--- src/rtl/core/si_pkg.sv ---
// Shared constants and types for the segment intersection block.
package si_pkg;

    localparam int COORD_WIDTH_DEF = 16;
    localparam int FRAC_BITS_DEF   = 8;
    localparam int OUT_W           = 24;
    localparam int OUT_DATA_W      = ((1 + 2 * OUT_W + 7) / 8) * 8;

    typedef struct packed {
        logic ok;
        logic neg_x;
        logic neg_y;
    } t_si_ctl;

endpackage

--- src/rtl/core/si_back.sv ---
// Back stage: signs the quotients, checks both boxes, holds the result item.
module si_back import si_pkg::*; #(
    parameter int CW = COORD_WIDTH_DEF,
    parameter int FB = FRAC_BITS_DEF,
    localparam int QW = CW + FB + 2,
    localparam int BW = 8 * CW
) (
    input  logic                  i_clk,
    input  logic                  i_rst_n,
    input  logic                  i_valid,
    output logic                  o_ready,
    input  t_si_ctl               i_ctl,
    input  logic [QW-1:0]         i_q_x,
    input  logic [QW-1:0]         i_q_y,
    input  logic [BW-1:0]         i_box,
    output logic                  o_valid,
    input  logic                  i_ready,
    output logic [OUT_DATA_W-1:0] o_data
);

    localparam int PW = QW + 1;

    logic                 r_v, r_hit;
    logic [OUT_W-1:0]     r_x, r_y;
    logic signed [PW-1:0] px, py;
    logic                 hit, en;

    function automatic logic signed [PW-1:0] fx(input logic [CW-1:0] v);
        fx = PW'($signed(v)) <<< FB;
    endfunction

    assign en      = !r_v || i_ready;
    assign o_ready = en;

    always_comb begin
        px  = i_ctl.neg_x ? -$signed({1'b0, i_q_x}) : $signed({1'b0, i_q_x});
        py  = i_ctl.neg_y ? -$signed({1'b0, i_q_y}) : $signed({1'b0, i_q_y});
        hit = i_ctl.ok;
        for (int s = 0; s < 2; s++) begin
            if (px < fx(i_box[(4*s+0)*CW +: CW]) || px > fx(i_box[(4*s+1)*CW +: CW]) ||
                py < fx(i_box[(4*s+2)*CW +: CW]) || py > fx(i_box[(4*s+3)*CW +: CW]))
                hit = 1'b0;
        end
    end

    always_ff @(posedge i_clk) begin
        if (!i_rst_n) begin
            r_v <= 1'b0;
        end else if (en) begin
            r_v <= i_valid;
        end
    end

    always_ff @(posedge i_clk) begin
        if (en) begin
            r_hit <= hit;
            r_x   <= hit ? OUT_W'(px) : '0;
            r_y   <= hit ? OUT_W'(py) : '0;
        end
    end

    assign o_valid = r_v;
    assign o_data  = OUT_DATA_W'({r_y, r_x, r_hit});

endmodule

--- config.mk ---
export PLATFORM = sky130hd
export DESIGN_NAME = si_back
export DESIGN_NICKNAME = d
export VERILOG_FILES = /design/src/rtl/core/si_pkg.sv /design/src/rtl/core/si_back.sv
export SDC_FILE = /design/constraint.sdc
export NUM_CORES = 1
export LEC_CHECK = 0
export BUFFER_PORTS_ARGS = -buffer_cell sky130_fd_sc_hd__clkbuf_2
export CAP_MARGIN = 5
export CORE_MARGIN = 2
export CORE_UTILIZATION = 30
export DETAILED_ROUTE_END_ITERATION = 10
export GPL_ROUTABILITY_DRIVEN = 0
export HOLD_SLACK_MARGIN = 0.08
export PLACE_DENSITY_LB_ADDON = 0.12
export SYNTH_ARGS = -nofsm -noshare
export SYNTH_HDL_FRONTEND = slang
export SYNTH_SLANG_ARGS = --single-unit
--- constraint.sdc ---
create_clock -name i_clk -period 6.2 [get_ports i_clk]
set_input_delay 0.93 -clock i_clk [delete_from_list [all_inputs] [get_ports i_clk]]
set_output_delay 0.93 -clock i_clk [all_outputs]
set_load 0.005 [all_outputs]
==> qor.yml <==
drt:
  dr.pass1.iters: 5
  first_iter_violations: 272
  drc: 0
  ant_nets: 0
  wirelength_um: 22800
  vias_per_cell: 4.92
  wl_per_cell_um: 16.6
  vias: 6754
yosys:
  synth_edf_count: 49
  ys_warn_count: 0
  synth_largest_type_area_fraction: 0.263
  synthTopCellsByArea: "ha_1 (26%), edfxtp_1 (21%), inv_1 (7.1%)"
  synth_xor_area_frac: 0.0602
  netlist_instances: 831
  yosys-top-cells-count: "ha_1 (150), inv_1 (134), edfxtp_1 (49)"
  synth_top_family_by_area: "adder cells"
  synth-seq-area-share: 0.209
  netlist_area_um2: 7130
  yosysMostFrequentCell: "ha_1"
  ys_seq_elements: 50
  synth_mux_area_frac: 0.0118
  synth_area_leader_cell: "ha_1"
  synthDistinctLibCells: 67
  synth_simple_gate_area_share: 0.189
  ys_async_sr_fraction: 0
  ys.flop_type: "edfxtp_1"
  synth-compound-area-share: 0.167
  syn_area_per_cell_um2: 8.57
  synth_fa_ha_area_frac: 0.263
sta:
  min_period_over_period: 0.842
  rsz0062_at_grt: "no"
  fmax_mhz: 192
  drv_slew: 0
  setup_tns_ns: 0
  setup_viol: 0
  skew_ns: 0.00240
  hold_viol: 0
  finalCriticalPeriod_ns: 5.22
  tightest_slew_ns: 0.789
  relSlewSlack: 0.470
power:
  power_density_nw_per_um2: 141
  p_total_w: 0.00124
  p_leak_nw: 4.41
  max-vdd-ir-drop_uv: 89.9
placement:
  dp_hpwl_um: 18800
  io_buffer_count: 237
layout:
  finalNetCount: 1389
  area_growth_pct: 23.3
  antenna_cells: 0
  drive_gt1_frac: 0.258
floorplanning:
  ios: 245
  start_util: 0.304
  die_h_um: 158
  dieArea_um2: 25000
  rows: 56
  die_w_um: 158
  core-area_um2: 23400
hold_path:
  hold_path_class: "input pin to flip-flop"
critical_path:
  path_buf_inv: 3
  cp.arrival_ns: 5.31
  crit_type: "input pin to flip-flop"
  cp-end-kind: "flip-flop"
  crit_required_ns: 6.29
  crit_path_max_incr_delay_ns: 0.55
  cp-start-kind: "input pin"
  slowest_stage: "or4_4"
  worstPathCellList: "clkbuf_2 > or4_4 > nor4_1 > buf_4 > nand4_1 > o31ai_1 > xnor2_1 > ha_1 > nand4_1 > nor4_1 > nand2_1 > o211ai_1 > mux2i_1 > o311ai_4 > buf_4 > nor4b_1"
  crit_family: "simple AND/OR/NAND/NOR gates"
  cp_max_fo: 49
global_routing:
  grt_pass1_vias: 6630
  grt_usage: 0.180
  grt_start_max_net_pins: 52
  grt_antenna_before_repair: 0
  overflow: 0
  grt_pass1_wl_um: 35100
run_status:
  status: "completed"
cts:
  path_clk_slew_ns: 0.07
  numClockSinks: 50
  cts_resized: 0
  insertion_delay_ns: 0.29
  htreeDepth: 2
  cts_tree: "built"
  root_buffer: "clkbuf_16"
  cts_buffers: 5
  post-cts-setup-buffers: 0
  clock_path_buffers: 2
  postCtsHoldBufs: 0
run:
  cap_viol_max_count: 0
## worst min-delay path, delay by kind of cell
family	cells	cell delay [ns]
buffers and inverters	2	0.12
AO/OA/AOI/OAI	1	0.06
## sequential cells by signal, summed over array words and instances (netlist names)
signal / count
r_y: 24
r_hit: 1
o_valid: 1
r_x: 24
## per-stage QoR
| stage | area (µm²) | hold WS [ns] | utilization | std cells | setup slack [ns] |
|---|---|---|---|---|---|
| floorplan | 7150 | 1.07 | - | 837 | 1.24 |
| global placement | 8650 | 0.986 | 0.369 | 1364 | 0.749 |
| detailed placement | 8650 | 0.985 | 0.369 | 1364 | 0.632 |
| CTS | 8790 | 0.853 | 0.376 | 1372 | 0.953 |
| global route | 8790 | 0.875 | 0.376 | 1372 | 0.517 |
| finish | 8790 | 0.859 | 0.376 | 1372 | 0.980 |
## final cells by class
type / count / area (µm²)
Timing Repair Buffer: 245 / 1260
Sequential cell: 50 / 1490
Clock inverter: 3 / 16.3
Clock buffer: 5 / 125
Fill cell: 2537 / 14600
Tap cell: 319 / 399
Multi-Input combinational cell: 616 / 4990
Inverter: 134 / 503
## layout by cell type, fill, tap and decap left out, drive strengths merged, types with 6 or more instances in the layout
| master | synthesis | routed |
|---|---|---|
| clkbuf | 15 | 242 |
| ha | 150 | 150 |
| inv | 134 | 134 |
| edfxtp | 49 | 49 |
| a21oi | 48 | 48 |
| nand2 | 44 | 44 |
| xnor2 | 39 | 39 |
| o21ai | 39 | 39 |
| nor4b | 31 | 31 |
| nor2 | 27 | 27 |
| nor4 | 27 | 27 |
| nand4 | 26 | 26 |
| o31ai | 16 | 16 |
| a21o | 16 | 16 |
| nand3 | 15 | 15 |
| nor3 | 13 | 13 |
| xor2 | 10 | 10 |
| and4 | 9 | 9 |
| o41ai | 8 | 8 |
| buf | 22 | 8 |
| a211oi | 7 | 7 |
| conb | 1 | 7 |
| or3 | 6 | 6 |
| a31oi | 6 | 6 |
## logic make-up (layout without fill, tap and decap cells)
logic type,after synthesis,count (layout)
AOI/OAI and AO/OA,179,179
muxes,8,8
other,1,7
adders and majority gates,150,150
buffers and inverters,171,387
and+or+nand+nor,223,223
DFF,50,50
xor gates and xnor gates,49,49
## report_power, final
group	internal [W]	switching [W]	total [W]
logic	0.000235	0.000334	0.000569
clock network	0.000148	0.000130	0.000278
registers	0.000383	0.00000609	0.000389
## metal layers
metal | part of all wire | global-route usage
met3 | 0.051 | 0.0271
met5 | 0 | 0
met1 | 0.46 | 0.236
met2 | 0.48 | 0.313
met4 | 0.015 | 0.0343
## path summary, 6_finish.rpt
| check | from | to | slack [ns] | cells past startpoint |
|---|---|---|---|---|
| setup / recovery | i_q_x[4] | r_x[17]$_SDFFCE_PN0P_ | 0.98 | 16 |
| hold / removal | i_valid | o_valid$_SDFFE_PN0P_ | 0.86 | 3 |
| setup reg to reg | o_valid$_SDFFE_PN0P_ | r_y[16]$_SDFFCE_PN0P_ | 4.90 | 2 |
| hold reg to reg | o_valid$_SDFFE_PN0P_ | r_hit$_DFFE_PP_ | 0.97 | 2 |
(Power assumes the default switching activity.)
