[src/rtl/core/si_pkg.sv]
// Shared constants and types for the segment intersection block.
package si_pkg;

    localparam int COORD_WIDTH_DEF = 16;
    localparam int FRAC_BITS_DEF   = 8;
    localparam int OUT_W           = 24;
    localparam int OUT_DATA_W      = ((1 + 2 * OUT_W + 7) / 8) * 8;

    typedef struct packed {
        logic ok;
        logic neg_x;
        logic neg_y;
    } t_si_ctl;

endpackage

[src/rtl/core/si_cell.sv]
// One restoring-division cell: resolves one quotient bit for x and y.
module si_cell import si_pkg::*; #(
    parameter int QW = 26,
    parameter int DW = 35,
    parameter int BW = 128
) (
    input  logic          i_clk,
    input  logic          i_rst_n,
    input  logic          i_valid,
    output logic          o_ready,
    input  t_si_ctl       i_ctl,
    input  logic [DW-1:0] i_den,
    input  logic [DW-1:0] i_rem_x,
    input  logic [DW-1:0] i_rem_y,
    input  logic [QW-1:0] i_nb_x,
    input  logic [QW-1:0] i_nb_y,
    input  logic [QW-1:0] i_q_x,
    input  logic [QW-1:0] i_q_y,
    input  logic [BW-1:0] i_box,
    output logic          o_valid,
    input  logic          i_ready,
    output t_si_ctl       o_ctl,
    output logic [DW-1:0] o_den,
    output logic [DW-1:0] o_rem_x,
    output logic [DW-1:0] o_rem_y,
    output logic [QW-1:0] o_nb_x,
    output logic [QW-1:0] o_nb_y,
    output logic [QW-1:0] o_q_x,
    output logic [QW-1:0] o_q_y,
    output logic [BW-1:0] o_box
);

    logic          r_v;
    t_si_ctl       r_ctl;
    logic [DW-1:0] r_den, r_rem_x, r_rem_y;
    logic [QW-1:0] r_nb_x, r_nb_y, r_q_x, r_q_y;
    logic [BW-1:0] r_box;
    logic [DW:0]   tx, ty;
    logic          gx, gy;
    logic          en;

    assign en      = !r_v || i_ready;
    assign o_ready = en;

    always_comb begin
        tx = {i_rem_x, i_nb_x[QW-1]};
        ty = {i_rem_y, i_nb_y[QW-1]};
        gx = tx >= {1'b0, i_den};
        gy = ty >= {1'b0, i_den};
    end

    always_ff @(posedge i_clk) begin
        if (!i_rst_n) begin
            r_v <= 1'b0;
        end else if (en) begin
            r_v <= i_valid;
        end
    end

    always_ff @(posedge i_clk) begin
        if (en) begin
            r_ctl   <= i_ctl;
            r_den   <= i_den;
            r_rem_x <= gx ? DW'(tx - {1'b0, i_den}) : DW'(tx);
            r_rem_y <= gy ? DW'(ty - {1'b0, i_den}) : DW'(ty);
            r_nb_x  <= i_nb_x << 1;
            r_nb_y  <= i_nb_y << 1;
            r_q_x   <= {i_q_x[QW-2:0], gx};
            r_q_y   <= {i_q_y[QW-2:0], gy};
            r_box   <= i_box;
        end
    end

    assign o_valid = r_v;
    assign o_ctl   = r_ctl;
    assign o_den   = r_den;
    assign o_rem_x = r_rem_x;
    assign o_rem_y = r_rem_y;
    assign o_nb_x  = r_nb_x;
    assign o_nb_y  = r_nb_y;
    assign o_q_x   = r_q_x;
    assign o_q_y   = r_q_y;
    assign o_box   = r_box;

endmodule

[config.mk]
export PLATFORM = sky130hd
export DESIGN_NAME = si_cell
export DESIGN_NICKNAME = d
export VERILOG_FILES = /design/src/rtl/core/si_pkg.sv /design/src/rtl/core/si_cell.sv
export SDC_FILE = /design/constraint.sdc
export NUM_CORES = 1
export LEC_CHECK = 0
export BUFFER_PORTS_ARGS = -buffer_cell sky130_fd_sc_hd__buf_4
export CORE_AREA = 2 2 270 272
export CTS_CLUSTER_SIZE = 40
export DETAILED_ROUTE_END_ITERATION = 16
export DIE_AREA = 0 0 272 274
export HOLD_SLACK_MARGIN = 0.05
export PLACE_DENSITY_LB_ADDON = 0.1
export SETUP_SLACK_MARGIN = 0.5
export SKIP_LAST_GASP = 1
export SYNTH_ARGS = -nofsm -noshare
export SYNTH_HDL_FRONTEND = slang
export SYNTH_SLANG_ARGS = --single-unit
[constraint.sdc]
create_clock -name i_clk -period 13.67 [get_ports i_clk]
set_clock_uncertainty 0.15 [all_clocks]
set_input_delay 2.0505 -clock i_clk [delete_from_list [all_inputs] [get_ports i_clk]]
set_output_delay 2.0505 -clock i_clk [all_outputs]
set_load 0.01 [all_outputs]
==> flow_summary.ini, run 1 <==
[synthesis]
synth.distinct_cells = 69
synthesis.area_um2 = 15000
synth-seq-cells = 339
ys_top_cells_by_area = edfxtp_1 (68%), ha_1 (5.9%), mux2_4 (2.6%)
yosys_warnings = 0
async_flop_share_pct = 0
synth_common_cells = edfxtp_1 (338), nand2_1 (93), ha_1 (70), o21ai_0 (70), a21oi_1 (66)
synthFlopType = edfxtp_1
synth.most_common_cell = edfxtp_1
yosysTopAreaCell = edfxtp_1
seq_area_frac_synth_pct = 67.9
synth_cells = 1048
avgSynthCellArea_um2 = 14.3
synth_edf_count = 338
yosysTopAreaCellShare_pct = 67.8

[clocking]
htreeDepth = 2
cts.path.max_buffers = 3
cts_hold_buf = 0
cts_tree = done
clk_pin_slew_ps = 60
cts_sinks = 339
cts_setup_buffers = 0
numCtsBuffers = 43
root_buffer = clkbuf_16
clk-insertion-delay-late_ps = 560
postCtsResizedCells = 0

[layout]
stdcell_count = 2750
drive_gt1_share_pct = 44.3
seq_area_um2 = 10200
multi_input_area_um2 = 4480
fillerInstances = 7386
syn2layout_area_growth_pct = 51.0
fin_area_um2 = 22600
finalNetCount = 2174

[setup_path]
cp_top_family = compound AO/OA/AOI/OAI gates
slowest_stage = o221ai_1
r2r-start = o_valid
r2r-end = o_box[23]
crit_end = o_rem_x[34]
arrival_ps = 5790
cpPeakStageDelay_ps = 610
cp-start-kind = input port
cp_max_fo = 3
critPathBufInv = 1
crit_top_cell = o221ai_1
worst_setup_path_end_kind = register
reg2reg_depth = 3
critPathLaunch = i_den[0]
path_cells = buf_4, ha_1, fa_1, nand2b_1, a21oi_1, a31o_2, o22ai_1, o221ai_1, o221ai_1, o41ai_1, xor2_1, mux2_2
critPathKind = in2reg
worstSetupPathDepth = 12
reg2reg_slack_ps = 10700
worstPathRequired_ps = 13840

[hold_path]
min_path_type = reg2reg
min_path_cells = 2

[sta]
fin_crit_sh_pct = 41.1
finalSetupTns_ps = 0
timing.fmax_mhz = 178
slew_headroom_pct = 22.6
post-route-min-period_ps = 5610
rsz0062_at_grt = no
drv_slew = 0
final_hold_viol_count = 0
setup-violations-final = 0
tightest_slew_ps = 1160

[floorplanning]
num_io_pins = 686
row_count = 99
core_area_um2 = 72000
dieArea_um2 = 74500
die_h_um = 274
initial_core_util_pct = 20.8
die_w_um = 272

[placed_design]
gp_congestion = 0.849
port_buffers = 681
hpwl_um = 52000
placed_cell_area_um2 = 21300
place_inst = 2672

[power]
peakVddDrop_mv = 0.0903
p_per_area_nw_per_um2 = 134
p_leak_uw = 0.00974

[routing]
firstDrtPassIters = 5
routed_wl_um = 64200
drc_errors = 0
via_per_inst = 4.17
vias = 11460
wire_per_inst_um = 23.4
drtIter0Drc = 600
drtAntennaViolNets = 0

[job]
max-cap-violations = 0

[grt]
antenna_found_initial = 5
grt-ovfl-total = 0
track_usage_pct = 16.5
grt_pass1_vias = 11671
grt_max_degree = 128
grt_pass1_wl_um = 88500

[run_status]
status = finished clean
-- through the flow --
step                worst slack [ps]  hold slack (ps)  utilization (%)  total power, µW
finish                          8060              997             31.4             3020
global placement                7270             1080             29.5             1940
CTS                             7950             1070             31.4             3080
global route                    7860             1070             31.4             3170
floorplan                       1270             2000                -             1610
detailed placement              7320             1070             29.5             1940
-- sequential cells by signal, indices dropped and copies added (netlist names), 25 cells and up --
register / cells
o_nb_y: 25
o_nb_x: 25
o_q_y: 26
o_q_x: 26
o_rem_x: 35
o_box: 128
o_den: 35
o_rem_y: 35
-- worst min-delay path, stage by stage (launching register included) --
cell and delay (ps):
dfxtp_1 400, nand2b_4 170, buf_12 300
-- cell families (layout without fill, tap and decap cells) --
family | after synthesis | after routing | share of synthesized area, %
flops | 339 | 339 | 67.9
compound gates | 237 | 237 | 10.0
simple gates | 221 | 221 | 6.82
buf+inv | 83 | 824 | 2.31
fa+ha+maj | 72 | 72 | 6.12
xor+xnor | 59 | 59 | 3.45
mux | 36 | 36 | 3.33
other cells | 1 | 3 | 0.0250
-- how the worst min path moves through the flow --
| stage | slack, ps | start | end |
|---|---|---|---|
| floorplan | 2000 | i_box[0] | o_box[0] |
| global placement | 1080 | o_valid | o_rem_x[6] |
| detailed placement | 1070 | o_valid | o_rem_x[6] |
| CTS | 1070 | o_valid | o_rem_x[6] |
| global route | 1070 | o_valid | o_rem_x[9] |
| finish | 1000 | o_valid | o_rem_x[9] |
-- layout make-up --
type / instances / area share [%]
diodes: 1 / 0.0111
inverters: 61 / 1.01
clock buffers: 59 / 5.16
clock inverters: 18 / 0.797
multi-input cells: 627 / 19.8
repair buffers: 686 / 22.9
well taps: 959 / 5.31
flip-flops and latches: 339 / 45.0
-- layout by cell type (no fill, tap or decap), drive strengths merged, types with 12 or more instances in the layout --
cell type  instances
a21o              22
ha                70
nor2              42
nand4             12
nand3             17
clkbuf            59
buf              686
inv               65
xor2              31
xnor2             28
nand2             93
a21oi             69
o21ai             71
mux2              33
edfxtp           338
-- report_power, final --
group | internal, µW | switching [µW]
Clock | 640 | 474
Sequential | 1270 | 29.0
Combinational | 293 | 313
-- layer usage --
layer / track usage [%] / routed length, µm / vias to the layer above
met5: 0 / 27 / -
met4: 4.03 / 1370 / 4
met3: 4.65 / 4420 / 69
met2: 30.3 / 33800 / 404
met1: 18.7 / 24700 / 5579
li1: - / - / 5404
Power figures use the tool's default switching activity.
==> run 2: changes to the inputs <==
==> constraint.sdc (replaced) <==
create_clock -name i_clk -period 5.86 [get_ports i_clk]
set_clock_uncertainty 0.15 [all_clocks]
set_input_delay 0.879 -clock i_clk [delete_from_list [all_inputs] [get_ports i_clk]]
set_output_delay 0.879 -clock i_clk [all_outputs]
set_load 0.01 [all_outputs]
==> run 2 against run 1 <==
Effect of this change:
- flip-flop and latch count stayed put
- final cell count is 0.18% higher
- hold slack got worse by 680 ps
- via count barely moved
- non-clock buffer count rose by 3
- clock power grew to 2.6 times the previous value
- global-route usage decreased by 0.14 points
- combinational power rose by 130%
- critical path type unchanged
- largest cell class unchanged
==> flow_summary.ini, run 2 (synthesis gave the netlist of run 1 again) <==
[grt]
antenna_found_initial = 21
grt_max_degree = 148
grt_pass1_vias = 11504
grt_pass1_wl_um = 86900
grt-ovfl-total = 0
track_usage_pct = 16.3

[setup_path]
path_cells = buf_4, ha_1, fa_1, nand2b_1, a21oi_1, a31o_2, o22ai_1, o221ai_1, o221ai_1, o41ai_1, xor2_1, mux2_2
cpPeakStageDelay_ps = 590
critPathKind = in2reg
r2r-start = o_valid
worst_setup_path_end_kind = register
arrival_ps = 4450
reg2reg_slack_ps = 3500
cp-start-kind = input port
cp_max_fo = 3
worstPathRequired_ps = 6040
crit_top_cell = o221ai_1
r2r-end = o_q_y[5]
reg2reg_depth = 2
slowest_stage = o221ai_1

[floorplanning]
core_area_um2 = 72000
dieArea_um2 = 74500
row_count = 99
initial_core_util_pct = 20.8
die_h_um = 274
num_io_pins = 686
die_w_um = 272

[power]
p_per_area_nw_per_um2 = 320
total_power_uw = 7310
peakVddDrop_mv = 0.207
p_leak_uw = 0.00984

[placed_design]
port_buffers = 681
hpwl_um = 51900
gp_congestion = 0.823

[layout]
final_cell_mix = buf_4 (685), edfxtp_1 (338), nand2_1 (93)
syn2layout_area_growth_pct = 52.4
largest_reg_flops = 128
finalNetCount = 2178
final_common_cell = buf_4
drive_gt1_share_pct = 44.6

[routing]
firstDrtPassIters = 5
routed_wl_um = 63800
wire_per_inst_um = 23.2
drc_errors = 0
drtAntennaViolNets = 0
drtIter0Drc = 541
via_per_inst = 4.16
vias = 11456

[clocking]
htreeDepth = 2
numCtsBuffers = 44
root_buffer = clkbuf_16
cts_setup_buffers = 0
cts_sinks = 339
clk-insertion-delay-late_ps = 580
clk_pin_slew_ps = 60
cts_hold_buf = 0
cts_tree = done
postCtsResizedCells = 0
cts.path.max_buffers = 3

[sta]
fin_crit_sh_pct = 72.8
timing.fmax_mhz = 234
setup-violations-final = 0
slew_headroom_pct = 41.6
finalSetupTns_ps = 0
tightest_slew_ps = 876
rsz0062_at_grt = no
post-route-min-period_ps = 4270
final_hold_viol_count = 0
drv_slew = 0

[run_status]
status = finished clean

[hold_path]
hold_end = o_box[66]
min_path_type = in2reg
min_path_cells = 1
min_from = i_box[66]

[job]
max-cap-violations = 0
==> run 2: where the power goes <==
group | total [µW] | leakage [µW] | switching, µW | internal [µW]
logic | 1420 | 0.00559 | 733 | 690
registers | 3030 | 0.00352 | 69.3 | 2960
clock network | 2860 | 0.000730 | 1110 | 1760
==> run 2: through the flow <==
stage / worst slack, ps / instance area [µm²] / hold slack, ps / util [%] / instances
floorplan: 1590 / 15000 / 828 / - / 1049
global placement: 968 / 21300 / 907 / 29.6 / 2675
detailed placement: 961 / 21300 / 908 / 29.6 / 2675
CTS: 1600 / 22800 / 264 / 31.7 / 2752
global route: 1390 / 22800 / 283 / 31.7 / 2753
finish: 1590 / 22800 / 320 / 31.7 / 2755
==> run 2: final cells by class <==
type | instances | area, µm²
antenna | 3 | 7.51
inverter | 61 | 229
sequential | 339 | 10200
tap | 959 | 1200
clock inverter | 26 | 365
clock buffer | 51 | 1150
multi-input combinational | 627 | 4480
timing repair buffer | 689 | 5220
fill | 7380 | 49100
==> run 2: layer usage <==
metal / vias to the layer above / share of wire, % / wire, µm / track usage, %
met3: 103 / 9.2 / 5880 / 6.97
li1: 5400 / - / - / -
met1: 5532 / 35 / 22300 / 16.6
met2: 385 / 53 / 33900 / 30.4
met5: - / 0.35 / 224 / 0
met4: 36 / 2.5 / 1570 / 4.57
==> run 2: how the worst max path moves through the flow <==
stage / startpoint / end / depth (start not counted)
finish: i_den[0] / o_rem_x[34] / 12
global route: i_den[0] / o_rem_x[34] / 12
CTS: i_den[0] / o_rem_x[34] / 12
detailed placement: i_den[0] / o_rem_x[34] / 12
global placement: i_den[0] / o_rem_x[34] / 12
floorplan: i_ready / o_ready / 1
==> run 2: worst max-delay path: cells and delay by family <==
family	cells	cell delay [ps]
AOI/OAI and AO/OA	6	2220
adders and majority gates	2	650
muxes	1	280
and+or+nand+nor	1	170
buffers and inverters	1	130
xor gates and xnor gates	1	120
==> run 3: changes to the inputs <==
==> constraint.sdc (replaced) <==
create_clock -name i_clk -period 4.2 [get_ports i_clk]
set_clock_uncertainty 0.15 [all_clocks]
set_input_delay 0.63 -clock i_clk [delete_from_list [all_inputs] [get_ports i_clk]]
set_output_delay 0.63 -clock i_clk [all_outputs]
set_load 0.01 [all_outputs]
==> run 3 against run 2 <==
Effect of this change:
- register-to-register slack worse by 1600 ps
- sequential power up 39%
- sequential share of layout area down 4.3 points
- combinational power up 56%
==> flow_summary.ini, run 3 (synthesis gave the netlist of run 1 again) <==
[run_status]
status = finished clean

[layout]
fillerInstances = 7230
final_cell_mix = buf_4 (710), edfxtp_1 (338), dlygate4sd3_1 (225)
finalNetCount = 2428
largest_reg_flops = 128
stdcell_count = 3011
syn2layout_area_growth_pct = 68.6
final_common_cell = buf_4
drive_gt1_share_pct = 40.5

[floorplanning]
die_w_um = 272
core_area_um2 = 72000
row_count = 99
dieArea_um2 = 74500
initial_core_util_pct = 20.8
die_h_um = 274
num_io_pins = 686

[sta]
finalSetupTns_ps = 0
fin_crit_sh_pct = 84.2
setup-violations-final = 0
timing.fmax_mhz = 283
drv_slew = 0
post-route-min-period_ps = 3530
final_hold_viol_count = 0
rsz0062_at_grt = no
slew_headroom_pct = 45.7
tightest_slew_ps = 815

[routing]
wire_per_inst_um = 21.9
routed_wl_um = 65900
vias = 12400
firstDrtPassIters = 4
via_per_inst = 4.12
drc_errors = 0
drtIter0Drc = 633
drtAntennaViolNets = 0

[grt]
grt_pass1_wl_um = 92100
antenna_found_initial = 8
met1_usage_pct = 19.1
track_usage_pct = 16.9
grtUsageMet2_pct = 31.9
grt-ovfl-total = 0
met3_usage_pct = 4.60
grt.busiest_layer = met2
grt_max_degree = 83
grt_pass1_vias = 12811

[clocking]
cts.path.max_buffers = 3
root_buffer = clkbuf_16
htreeDepth = 2
numCtsBuffers = 43
cts_sinks = 339
clk-insertion-delay-late_ps = 570
postCtsResizedCells = 0
clk_pin_slew_ps = 70
cts_tree = done

[power]
peakVddDrop_mv = 0.239
p_per_area_nw_per_um2 = 410
p_leak_uw = 0.0109

[setup_path]
worst_setup_path_end_kind = register
arrival_ps = 3780
cp-start-kind = input port
worstPathRequired_ps = 4450
cp_max_fo = 19
critPathKind = in2reg
reg2reg_depth = 2

[placed_design]
place_inst = 2701
hpwl_um = 53100
port_buffers = 681
gp_congestion = 0.834

[job]
max-cap-violations = 0

[hold_path]
min_path_type = in2reg
min_path_cells = 1
==> run 3: path summary, 6_finish.rpt <==
check                           startpoint  slack, ps          to
worst max-delay path              i_den[0]        670  o_rem_y[8]
worst min-delay path             i_box[48]         90   o_box[48]
worst max register to register     o_valid       1950   o_box[56]
worst min register to register     o_valid       1000   o_q_x[14]
==> run 3: critical path, stage by stage <==
cell       delay, ps
buf_4            130
ha_1             220
fa_1             400
nand2b_1         180
a21oi_1          220
o31ai_1          120
buf_4            150
a2111oi_2        460
o221a_2          320
o31a_1           190
o21ai_4          170
buf_4            270
o31ai_1          290
==> run 3: what timing repair did <==
item                      4_1_cts  5_1_grt
hold buffers                  224        1
hold endpoints to repair      224        1
setup buffers                   0        0
==> run 3: power breakdown <==
part           switching (µW)  internal [µW]
Sequential               96.4           4120
Combinational            1090           1120
Clock                    1580           2340
Total                    2770           7580
==> run 3: area by class of cell <==
| class | count | area, µm² | share of cell area (%) |
|---|---|---|---|
| flip-flops and latches | 339 | 10200 | 40.3 |
| inverters | 61 | 229 | 0.907 |
| multi-input cells | 627 | 4480 | 17.7 |
| repair buffers | 940 | 7680 | 30.4 |
| well taps | 959 | 1200 | 4.75 |
| diodes | 5 | 12.5 | 0.0496 |
| clock buffers | 50 | 1100 | 4.37 |
| clock inverters | 30 | 367 | 1.45 |
==> run 3: metrics by stage <==
stage	setup WS [ps]	instance area (µm²)	power, µW	hold WS (ps)	utilization, %
floorplan	425	15000	5200	579	-
global placement	53.9	21500	6370	659	29.9
detailed placement	57.6	21500	6370	659	29.9
CTS	688	25200	10600	50.3	35.0
global route	540	25200	10800	52.7	35.1
finish	666	25200	10400	93.6	35.1
==> run 3: layer usage <==
layer | vias to the layer above | routed length (µm)
met5 | - | 53
met4 | 8 | 1090
met3 | 68 | 4260
met2 | 382 | 35000
met1 | 6018 | 25500
li1 | 5924 | -
